## src/lcs_pkg.sv

```systemverilog
// Package for the link connect supervisor: state and status codes,
// opcodes, register indexes and the structs shared by the modules.
// No dependencies.
package lcs_pkg;

  typedef enum logic [2:0] {
    ST_DISABLED   = 3'd0,
    ST_IDLE       = 3'd1,
    ST_CONNECTING = 3'd2,
    ST_CONNECTED  = 3'd3,
    ST_BACKOFF    = 3'd4
  } sup_state_t;

  localparam logic [2:0] LS_DOWN       = 3'd0;
  localparam logic [2:0] LS_CONNECTING = 3'd1;
  localparam logic [2:0] LS_UP         = 3'd2;
  localparam logic [2:0] LS_MAX        = 3'd4;

  localparam logic [1:0] OP_TICK    = 2'd0;
  localparam logic [1:0] OP_SUSPEND = 2'd1;
  localparam logic [1:0] OP_CLEAR   = 2'd2;

  localparam int unsigned ADDR_W = 5;

  localparam logic [2:0] REG_LINK_ENABLED   = 3'd0;
  localparam logic [2:0] REG_CREDENTIALS_OK = 3'd1;
  localparam logic [2:0] REG_NETWORK_NAMED  = 3'd2;
  localparam logic [2:0] REG_CONNECT_TMO    = 3'd3;
  localparam logic [2:0] REG_RETRY_BACKOFF  = 3'd4;
  localparam logic [2:0] REG_POLL_INTERVAL  = 3'd5;

  localparam logic [31:0] CONNECT_TMO_RESET   = 32'd15000;
  localparam logic [31:0] RETRY_BACKOFF_RESET = 32'd5000;
  localparam logic [31:0] POLL_INTERVAL_RESET = 32'd250;
  localparam logic [31:0] MIN_INTERVAL        = 32'd1;

  typedef struct packed {
    logic        link_enabled;
    logic        credentials_ok;
    logic        network_named;
    logic [31:0] connect_timeout_ms;
    logic [31:0] retry_backoff_ms;
    logic [31:0] poll_interval_ms;
  } cfg_t;

  typedef struct packed {
    logic [1:0]  opcode;
    logic [31:0] now_ms;
    logic [2:0]  radio_status;
    logic        begin_accepted;
  } item_t;

  typedef struct packed {
    sup_state_t  fsm;
    logic [2:0]  latch;
    logic [31:0] attempts;
    logic [31:0] timeouts;
    logic [31:0] drops;
    logic [31:0] last_change;
    logic [31:0] attempt_start;
    logic [31:0] backoff_end;
    logic [31:0] last_sample;
    logic [31:0] up_since;
  } sup_t;

  typedef struct packed {
    logic [2:0]  supervisor_state;
    logic [2:0]  held_link_status;
    logic        link_up;
    logic        issue_begin;
    logic        issue_disconnect;
    logic [31:0] attempt_count;
    logic [31:0] timeout_count;
    logic [31:0] drop_count;
    logic [31:0] transition_time;
    logic [31:0] retry_time;
    logic [31:0] up_since_time;
  } result_t;

endpackage

```

## src/link_connect_supervisor_unit.sv

```systemverilog
// Link connect supervisor: input word register, supervisor state and result
// register around the step logic. Depends on lcs_pkg, lcs_cfg and lcs_step.
//
// Usage:
//   Input channel (item_valid/item_ready) carries one word: opcode (tick,
//   suspend, clear counters), now_ms, radio_status and begin_accepted.
//   Result channel (result_valid/result_ready) returns exactly one word per
//   input word: state, latched link status, command flags, the three counts
//   and the recorded timestamps, all as they stand after that input word.
//   Path: an accepted word is held in the input register; its result is
//   written to the result register once that register is free to take it.
//   Throughput: one word per cycle while result_ready is held high; the state
//   update is a single pass of compares, 32-bit adds and increments between
//   the input register and the result register.
//   Stall: while the result waits, one more word is held in the input
//   register; then item_ready drops until result_ready frees the output.
//   Reset (rst, synchronous): both registers empty, state disabled, link
//   status down, counts and times zero, configuration at its defaults.
//   Configuration registers are to be written through the APB-style port
//   only while the block is idle (not enforced); pready is always high.
module link_connect_supervisor_unit (
  input  logic                       clk,
  input  logic                       rst,
  input  logic                       psel,
  input  logic                       penable,
  input  logic                       pwrite,
  input  logic [lcs_pkg::ADDR_W-1:0] paddr,
  input  logic [31:0]                pwdata,
  output logic [31:0]                prdata,
  output logic                       pready,
  input  logic                       item_valid,
  output logic                       item_ready,
  input  logic [1:0]                 opcode,
  input  logic [31:0]                now_ms,
  input  logic [2:0]                 radio_status,
  input  logic                       begin_accepted,
  output logic                       result_valid,
  input  logic                       result_ready,
  output logic [2:0]                 supervisor_state,
  output logic [2:0]                 held_link_status,
  output logic                       link_up,
  output logic                       issue_begin,
  output logic                       issue_disconnect,
  output logic [31:0]                attempt_count,
  output logic [31:0]                timeout_count,
  output logic [31:0]                drop_count,
  output logic [31:0]                transition_time,
  output logic [31:0]                retry_time,
  output logic [31:0]                up_since_time
);
  import lcs_pkg::*;

  cfg_t    cfg;
  item_t   item_q;
  logic    item_full;
  sup_t    sup;
  sup_t    sup_next;
  result_t res_next;
  result_t res_q;
  logic    advance;

  assign pready     = 1'b1;
  assign advance    = item_full && (!result_valid || result_ready);
  assign item_ready = !item_full || advance;

  lcs_cfg u_cfg (
    .clk     (clk),
    .rst     (rst),
    .psel    (psel),
    .penable (penable),
    .pwrite  (pwrite),
    .paddr   (paddr),
    .pwdata  (pwdata),
    .prdata  (prdata),
    .cfg     (cfg)
  );

  lcs_step u_step (
    .cfg    (cfg),
    .item   (item_q),
    .cur    (sup),
    .nxt    (sup_next),
    .result (res_next)
  );

  always_ff @(posedge clk) begin
    if (rst) begin
      item_full <= 1'b0;
    end else if (item_ready) begin
      item_full <= item_valid;
    end
    if (item_ready) begin
      item_q.opcode         <= opcode;
      item_q.now_ms         <= now_ms;
      item_q.radio_status   <= radio_status;
      item_q.begin_accepted <= begin_accepted;
    end
  end

  always_ff @(posedge clk) begin
    if (rst) begin
      sup.fsm           <= ST_DISABLED;
      sup.latch         <= LS_DOWN;
      sup.attempts      <= '0;
      sup.timeouts      <= '0;
      sup.drops         <= '0;
      sup.last_change   <= '0;
      sup.attempt_start <= '0;
      sup.backoff_end   <= '0;
      sup.last_sample   <= '0;
      sup.up_since      <= '0;
    end else if (advance) begin
      sup <= sup_next;
    end
  end

  always_ff @(posedge clk) begin
    if (rst) begin
      result_valid <= 1'b0;
    end else if (advance) begin
      result_valid <= 1'b1;
    end else if (result_ready) begin
      result_valid <= 1'b0;
    end
    if (advance) begin
      res_q <= res_next;
    end
  end

  assign supervisor_state = res_q.supervisor_state;
  assign held_link_status = res_q.held_link_status;
  assign link_up          = res_q.link_up;
  assign issue_begin      = res_q.issue_begin;
  assign issue_disconnect = res_q.issue_disconnect;
  assign attempt_count    = res_q.attempt_count;
  assign timeout_count    = res_q.timeout_count;
  assign drop_count       = res_q.drop_count;
  assign transition_time  = res_q.transition_time;
  assign retry_time       = res_q.retry_time;
  assign up_since_time    = res_q.up_since_time;

endmodule

```

## src/lcs_cfg.sv

```systemverilog
// Configuration register file behind the APB-style port.
// Depends on lcs_pkg for register indexes, reset values and cfg_t.
module lcs_cfg (
  input  logic                      clk,
  input  logic                      rst,
  input  logic                      psel,
  input  logic                      penable,
  input  logic                      pwrite,
  input  logic [lcs_pkg::ADDR_W-1:0] paddr,
  input  logic [31:0]               pwdata,
  output logic [31:0]               prdata,
  output lcs_pkg::cfg_t             cfg
);
  import lcs_pkg::*;

  logic [2:0]  index;
  logic        wr_en;
  logic [31:0] wdata_min1;

  assign index      = paddr[ADDR_W-1:2];
  assign wr_en      = psel && penable && pwrite;
  assign wdata_min1 = (pwdata == '0) ? MIN_INTERVAL : pwdata;

  always_ff @(posedge clk) begin
    if (rst) begin
      cfg.link_enabled       <= 1'b0;
      cfg.credentials_ok     <= 1'b0;
      cfg.network_named      <= 1'b0;
      cfg.connect_timeout_ms <= CONNECT_TMO_RESET;
      cfg.retry_backoff_ms   <= RETRY_BACKOFF_RESET;
      cfg.poll_interval_ms   <= POLL_INTERVAL_RESET;
    end else if (wr_en) begin
      case (index)
        REG_LINK_ENABLED:   cfg.link_enabled       <= pwdata[0];
        REG_CREDENTIALS_OK: cfg.credentials_ok     <= pwdata[0];
        REG_NETWORK_NAMED:  cfg.network_named      <= pwdata[0];
        REG_CONNECT_TMO:    cfg.connect_timeout_ms <= wdata_min1;
        REG_RETRY_BACKOFF:  cfg.retry_backoff_ms   <= pwdata;
        REG_POLL_INTERVAL:  cfg.poll_interval_ms   <= wdata_min1;
        default: ;
      endcase
    end
  end

  always_comb begin
    case (index)
      REG_LINK_ENABLED:   prdata = {31'd0, cfg.link_enabled};
      REG_CREDENTIALS_OK: prdata = {31'd0, cfg.credentials_ok};
      REG_NETWORK_NAMED:  prdata = {31'd0, cfg.network_named};
      REG_CONNECT_TMO:    prdata = cfg.connect_timeout_ms;
      REG_RETRY_BACKOFF:  prdata = cfg.retry_backoff_ms;
      REG_POLL_INTERVAL:  prdata = cfg.poll_interval_ms;
      default:            prdata = '0;
    endcase
  end

endmodule

```

## src/lcs_step.sv

```systemverilog
// Next-state and result logic for one word: tick, suspend or counter clear.
// Depends on lcs_pkg for codes and the cfg_t, item_t, sup_t, result_t structs.
module lcs_step (
  input  lcs_pkg::cfg_t    cfg,
  input  lcs_pkg::item_t   item,
  input  lcs_pkg::sup_t    cur,
  output lcs_pkg::sup_t    nxt,
  output lcs_pkg::result_t result
);
  import lcs_pkg::*;

  logic [2:0]  radio;
  logic        ready_ok;
  sup_state_t  fsm_run;
  logic        do_attempt;
  logic        do_backoff;
  logic        cmd_begin;
  logic        cmd_disc;
  logic [31:0] now;
  logic [31:0] since_sample;
  logic [31:0] since_attempt;
  logic [31:0] past_backoff;

  assign now           = item.now_ms;
  assign radio         = (item.radio_status > LS_MAX) ? LS_DOWN : item.radio_status;
  assign ready_ok      = cfg.link_enabled && cfg.credentials_ok && cfg.network_named;
  assign since_sample  = now - cur.last_sample;
  assign since_attempt = now - cur.attempt_start;
  assign past_backoff  = now - cur.backoff_end;

  always_comb begin
    nxt        = cur;
    fsm_run    = cur.fsm;
    do_attempt = 1'b0;
    do_backoff = 1'b0;
    cmd_begin  = 1'b0;
    cmd_disc   = 1'b0;
    case (item.opcode)
      OP_TICK: begin
        if (!ready_ok) begin
          if (cur.fsm != ST_DISABLED) begin
            cmd_disc        = 1'b1;
            nxt.drops       = cur.drops + 32'd1;
            nxt.fsm         = ST_DISABLED;
            nxt.last_change = now;
          end
          nxt.latch    = LS_DOWN;
          nxt.up_since = '0;
        end else begin
          if (cur.fsm == ST_DISABLED) begin
            fsm_run         = ST_IDLE;
            nxt.fsm         = ST_IDLE;
            nxt.last_change = now;
          end
          if (since_sample >= cfg.poll_interval_ms) begin
            nxt.last_sample = now;
            nxt.latch       = radio;
          end
          case (fsm_run)
            ST_IDLE: do_attempt = 1'b1;
            ST_CONNECTING: begin
              if (nxt.latch == LS_UP) begin
                nxt.up_since    = now;
                nxt.fsm         = ST_CONNECTED;
                nxt.last_change = now;
              end else if (since_attempt >= cfg.connect_timeout_ms) begin
                nxt.timeouts = cur.timeouts + 32'd1;
                do_backoff   = 1'b1;
              end
            end
            ST_CONNECTED: begin
              if (nxt.latch != LS_UP) begin
                nxt.drops  = cur.drops + 32'd1;
                do_backoff = 1'b1;
              end
            end
            ST_BACKOFF: do_attempt = !past_backoff[31];
            default: ;
          endcase
          if (do_attempt) begin
            nxt.attempts      = cur.attempts + 32'd1;
            nxt.attempt_start = now;
            nxt.last_sample   = now;
            nxt.latch         = radio;
            cmd_begin         = 1'b1;
            if (!item.begin_accepted) begin
              do_backoff = 1'b1;
            end else if (nxt.fsm != ST_CONNECTING) begin
              nxt.fsm         = ST_CONNECTING;
              nxt.last_change = now;
            end
          end
          if (do_backoff) begin
            cmd_disc        = 1'b1;
            nxt.up_since    = '0;
            nxt.backoff_end = now + cfg.retry_backoff_ms;
            nxt.latch       = radio;
            if (nxt.fsm != ST_BACKOFF) begin
              nxt.fsm         = ST_BACKOFF;
              nxt.last_change = now;
            end
          end
        end
      end
      OP_SUSPEND: begin
        cmd_disc          = (cur.fsm != ST_DISABLED);
        nxt.fsm           = ST_DISABLED;
        nxt.latch         = LS_DOWN;
        nxt.up_since      = '0;
        nxt.attempt_start = '0;
        nxt.backoff_end   = '0;
        nxt.last_sample   = '0;
      end
      OP_CLEAR: begin
        nxt.attempts = '0;
        nxt.timeouts = '0;
        nxt.drops    = '0;
      end
      default: ;
    endcase
  end

  always_comb begin
    result.supervisor_state = nxt.fsm;
    result.held_link_status = nxt.latch;
    result.link_up          = (nxt.fsm == ST_CONNECTED) && (nxt.latch == LS_UP);
    result.issue_begin      = cmd_begin;
    result.issue_disconnect = cmd_disc;
    result.attempt_count    = nxt.attempts;
    result.timeout_count    = nxt.timeouts;
    result.drop_count       = nxt.drops;
    result.transition_time  = nxt.last_change;
    result.retry_time       = nxt.backoff_end;
    result.up_since_time    = nxt.up_since;
  end

endmodule

```

## config.mk

```make
export PLATFORM = sky130hd
export DESIGN_NAME = link_connect_supervisor_unit
export DESIGN_NICKNAME = d
export VERILOG_FILES = /design/src/lcs_pkg.sv /design/src/link_connect_supervisor_unit.sv /design/src/lcs_cfg.sv /design/src/lcs_step.sv
export SDC_FILE = /design/constraint.sdc
export NUM_CORES = 2
export LEC_CHECK = 0
export BUFFER_PORTS_ARGS = -buffer_cell sky130_fd_sc_hd__buf_2
export CAP_MARGIN = 0
export CORE_MARGIN = 8
export CORE_UTILIZATION = 35
export DETAILED_ROUTE_END_ITERATION = 12
export PLACE_DENSITY = 0.54
export SLEW_MARGIN = 40
export SYNTH_ARGS = -nofsm -noshare
export SYNTH_HDL_FRONTEND = slang
export SYNTH_SLANG_ARGS = --single-unit
```

## constraint.sdc

```tcl
create_clock -name clk -period 14.6 [get_ports clk]
set_input_delay 2.92 -clock clk [delete_from_list [all_inputs] [get_ports clk]]
set_output_delay 2.92 -clock clk [all_outputs]
set_load 0.01 [all_outputs]
```

# --- After elaboration in Yosys (flattened, before gate mapping) ---
# Index checks and enable logic that the tools add are counted.
word_totals:
  word_cells: 160
  input_bits: 82
  regBits: 602
  out_inout_bits: 236
classes:
  n_reduce_logical: 27
  order_cmp: 3
  n_addsub: 7
  eq_ne: 20
  n_mux: 70
op_table:
  columns: ["operator", "count"]
  rows:
  - ["$mux W32", 23]
  - ["$mux W64", 4]
  - ["$pmux W128 S2", 1]
  - ["$pmux W32 S6", 1]
  - ["$pmux W96 S2", 1]
  - ["$mux W38", 3]
  - ["$add A32 B1 Y32 const B", 3]
  - ["$mux W96", 1]
  - ["$sub A32 B32 Y32", 3]
  - ["$ge A32 B32 Y1", 2]
  - ["$mux W3", 15]
  - ["$add A32 B32 Y32", 1]
  - ["$logic_not A32 Y1", 1]
  - ["$eq A3 B2 Y1 const B", 7]
  - ["$mux W1", 15]
  - ["$reduce_and A2 Y1", 7]
  - ["$mux W6", 2]
  - ["$pmux W6 S2", 1]
  - ["$eq A3 B3 Y1 const B", 3]
  - ["$reduce_and A4 Y1", 2]
  - ["$eq A3 B1 Y1 const B", 2]
  - ["$logic_and A1 B1 Y1", 6]
  - ["$logic_not A3 Y1", 2]
  - ["$ne A3 B2 Y1 const B", 2]
  - ["12 further kinds", 19]

# --- Logic depth before layout (Yosys ltp) ---
depth:
  word_depth: 23
  depth_mapped: 28
  ltp_nobuf: 25

# --- Modules after synthesis ---
# From an unflattened synthesis, not the netlist that was laid out.
unflattened:
  hier_cells: 3897
  area_unflattened_um2: 36468.7
by_module_without_submodules:
  columns: ["mod", "instances", "cells_each", "area_each_um2", "seq_area_each_um2"]
  rows:
  - ["link_connect_supervisor_unit", 1, 1385, 18869.3, 12462.0]
  - ["lcs_step", 1, 1951, 13325.3, 0.0]
  - ["lcs_cfg", 1, 561, 4274.1, 1981.9]

# --- Least setup slack after synthesis ---
# No wires, ideal clock.
synth_path:
  path_kind: "input port to flip-flop"
  from: "input port result_ready"
  to: "register sup[257] (netlist name)"
  path_slack_ps: 4618
  t_arrival_ps: 9551
  setup_time_ps: 431
  path_stages: 7
  t_required_ps: 14169
  path_cell_list: "nor2b_1 nand2b_1 clkbuf_1 inv_1 clkbuf_1 buf_1 a211oi_1"
synth_between:
  elab_chain_len: 2
synth_lines:
  columns: ["item", "line", "source"]
  rows:
  - ["start: declaration", "link_connect_supervisor_unit.sv:38", "input logic result_ready,"]
  - ["$logic_or A1 B1 Y1", "link_connect_supervisor_unit.sv:63", "assign advance = item_full && (!result_valid || result_ready);"]
  - ["$logic_and A1 B1 Y1", "link_connect_supervisor_unit.sv:63", null]
  - ["net advance", "link_connect_supervisor_unit.sv:60", "logic advance;"]
  - ["end signal: assignment", "link_connect_supervisor_unit.sv:113", "sup <= sup_next;"]
  - ["end: declaration", "link_connect_supervisor_unit.sv:56", "sup_t sup;"]
# The timed path passes the listed nets, and every way through them passes these cells.
# A chain may end at the register's enable or synchronous reset.

==> run summary <==
outcome: finished clean
top_reg_cell synth: dfxtp_1
Worst setup SP type: register
TNS Setup: 0 ns
die width: 320 um
multi-input logic area: 0.0166 sq mm
class of the worst hold path: register to register
Required @ worst endpoint: 15.03 ns
final worst slack: 6.13 ns
CP Capture Type: register
gr ovfl total: 0
leak pwr: 0.0144 uW
via count: 27227
async set-or-reset flop fraction in the synthesized netlist: 0%
Gate Count Post-Synth: 3545
# hold bufs at CTS: 0
synth top area cells: dfxtp_1 (22%), edfxtp_1 (22%), ha_1 (7.3%)
H-tree depth: 3
clk_lat worst skew: 0.63 ns
Pint: 3020 uW
Clock transition at path regs: 0.06 ns
Synth top area share: 22.4%
area grow syn2layout: 16.7%
post-layout min period: 8.47 ns
max cap viols: 0
Vias/cell: 5.39
achievable clock frequency: 118 MHz
pre-CTS WS: 6.09 ns
part of the power in combinational logic: 10.6%
Global Route Usage Sum: 19.7%
synthesis-stage register bit count: 602
fin crit share: 58.0%
initial antenna violation count: 6
CTS Sinks: 602
Setup Skew: 0.0458 ns
Die Y: 320 um
endpoints failing setup: 0
Syn Area/Cell: 9.14 sq um
clock share of power: 45.1%
CTS tree: built
site row count: 111
Post-Syn Nets: 3820
DRC viols: 0
number of top-level pins: 318
Post-Syn Area: 0.0324 sq mm
drt initial violations: 1894
drt first pass iters: 5
post-route cell area: 0.0378 sq mm
max incr delay on CP: 0.68 ns
Worst Max-Slew Pin Slew: 0.835 ns
CTS Buf Count: 73
sequential share of power: 44.3%
Total Power: 4090 uW
largest net degree at the start of global routing: 109
Nets: 4079
Pwr Density: 108 mW/mm^2
VDD IR-drop max: 0.0000780 V
Post-CTS Resized: 0
Core Region: 0.0917 sq mm
vias in the first global route: 26231
first-pass GRT wire length: 160000 um
sequential area share after synthesis: 44.6%
Initial Util: 35.3%
Final Wtd Congestion: 0.884
worst path bufs/invs: 2
RSZ-0062 raised after global routing: false
placed inst area: 0.0353 sq mm
CP max-delay cell: nor4_4
crit-path max FO: 30
Synth area leader: dfxtp_1
flop2flop setup slack: 6.13 ns
Switch Pwr: 1070 uW
type of the worst setup path: register to register
Rel. slew slack: 44.2%
Avg WL per Cell: 20.8 um
full die area: 0.103 sq mm
Final Max Tran Viols: 0
port bufs: 314
remaining antenna violation count after routing: 0
Post-synth EDFFs: 239
DPL Wire Length: 73500 um
Worst Path Arrival: 8.90 ns
postcts setup bufs: 0
library cells used by synthesis: 79
family with the most delay on the worst path: simple AND/OR/NAND/NOR gates
Fillers: 9147
Sw Share: 26.2%
layout cells sized above 1: 14.9%
final hold viol count: 0
Total Wirelength: 105000 um
Clock Root Buffer: clkbuf_16
hold_ws: 0.453 ns
clk buf depth: 3
Yosys warnings: 0
Reg area: 0.0144 sq mm
## cells in the mapped netlist (all sizes together), types with 11 or more instances
cell type	instances
nand2	403
dfxtp	363
a21oi	332
nor2	260
edfxtp	239
o21ai	209
inv	198
ha	190
clkbuf	165
nand3	120
a22o	109
xor2	83
xnor2	79
mux2i	71
nor3	53
and3	52
nand4	45
o21a	40
a21o	39
or3	39
a22oi	37
o211ai	33
a31oi	31
mux2	31
nor4	30
nand2b	27
buf	26
a211oi	23
or4	21
o31ai	19
nor2b	17
and2	14
o221ai	11
## power groups by stage
stage               clock (uW)  sequential, uW  combinational [uW]
finish                    1850            1810                 434
global route              1960            1820                 479
CTS                       1900            1810                 437
detailed placement           0            1850                 435
global placement             0            1850                 431
floorplan                    0            1860                 258
## layout by cell type, fill, tap and decap left out, drive strengths merged, types with 21 or more instances in the layout
cell,count
a211oi,23
a21o,39
a21oi,332
a22o,109
a22oi,37
a31oi,31
and3,52
buf,374
clkbuf,94
clkinv,28
dfxtp,363
edfxtp,239
ha,190
inv,202
mux2,31
mux2i,71
nand2,403
nand2b,27
nand3,120
nand4,45
nor2,260
nor3,53
nor4,30
o211ai,33
o21a,40
o21ai,209
or3,39
or4,21
xnor2,79
xor2,83
## per-stage QoR
step | cells | util, %
6_report | 5052 | 41.2
5_1_grt | 5049 | 41.2
4_1_cts | 5048 | 41.2
3_5_place_dp | 4914 | 38.5
3_3_place_gp | 4913 | 38.5
2_1_floorplan | 3545 | -
## cell families (layout without fill, tap and decap cells)
kind of cell / count (synthesis) / count (layout) / synth area share, %
and+or+nand+nor: 1104 / 1104 / 16.0
AOI/OAI and AO/OA: 990 / 990 / 19.6
DFF: 602 / 602 / 44.6
buffers and inverters: 391 / 709 / 4.65
adders and majority gates: 193 / 193 / 7.53
xor gates and xnor gates: 162 / 162 / 4.38
muxes: 102 / 102 / 3.27
other: 1 / 4 / 0.0116
## registers in the layout, indices dropped and copies added, names as in the netlist
name              flops
attempt_count        32
issue_begin           1
sup                 262
link_up               1
item_q               38
retry_time           32
u_cfg.cfg            99
item_full             1
result_valid          1
up_since_time        32
held_link_status      3
transition_time      32
issue_disconnect      1
timeout_count        32
drop_count           32
supervisor_state      3
## layer usage
metal  global-route usage [%]  vias up  share of wire [%]
met2                     32.0      677                 46
met5                        0        -              0.022
met3                     3.90      142                5.8
met4                     6.18        4                2.7
met1                     26.2    13017                 46
li1                         -    13387                  -
## final timing paths
kind,startpoint,to,cells after the start
worst min-delay path,sup[45],sup[45],2
worst max register to register,item_q[4],timeout_count[18],25
worst max-delay path,item_q[4],timeout_count[18],25
worst min register to register,sup[45],sup[45],2
## final cells by class
type / instances / area share [%]
antenna: 3 / 0.0199
clock buffer: 93 / 5.39
clock inverter: 41 / 0.996
inverter: 200 / 2.02
multi-input combinational: 2552 / 43.9
sequential: 602 / 38.2
tap: 1186 / 3.93
timing repair buffer: 375 / 5.50
## worst register-to-register path, stage by stage, from the launching register on
cell and delay (ns):
edfxtp_1 0.59, inv_1 0.23, ha_1 0.21, inv_1 0.06
fa_1 0.41, a21o_1 0.17, a21oi_1 0.26, o21ai_0 0.22
a41o_1 0.28, o211ai_1 0.18, o211ai_1 0.23, a31o_2 0.26
or2_2 0.30, a311oi_1 0.31, xnor2_1 0.13, ha_1 0.33
nand4_1 0.20, nor4_1 0.49, o21ai_0 0.17, a31oi_1 0.52
nor3_1 0.20, or3_1 0.59, nor4_4 0.69, nand3_2 0.58
or3_1 0.48, a21oi_1 0.21
Note: power is estimated with default switching activity, not from simulation.
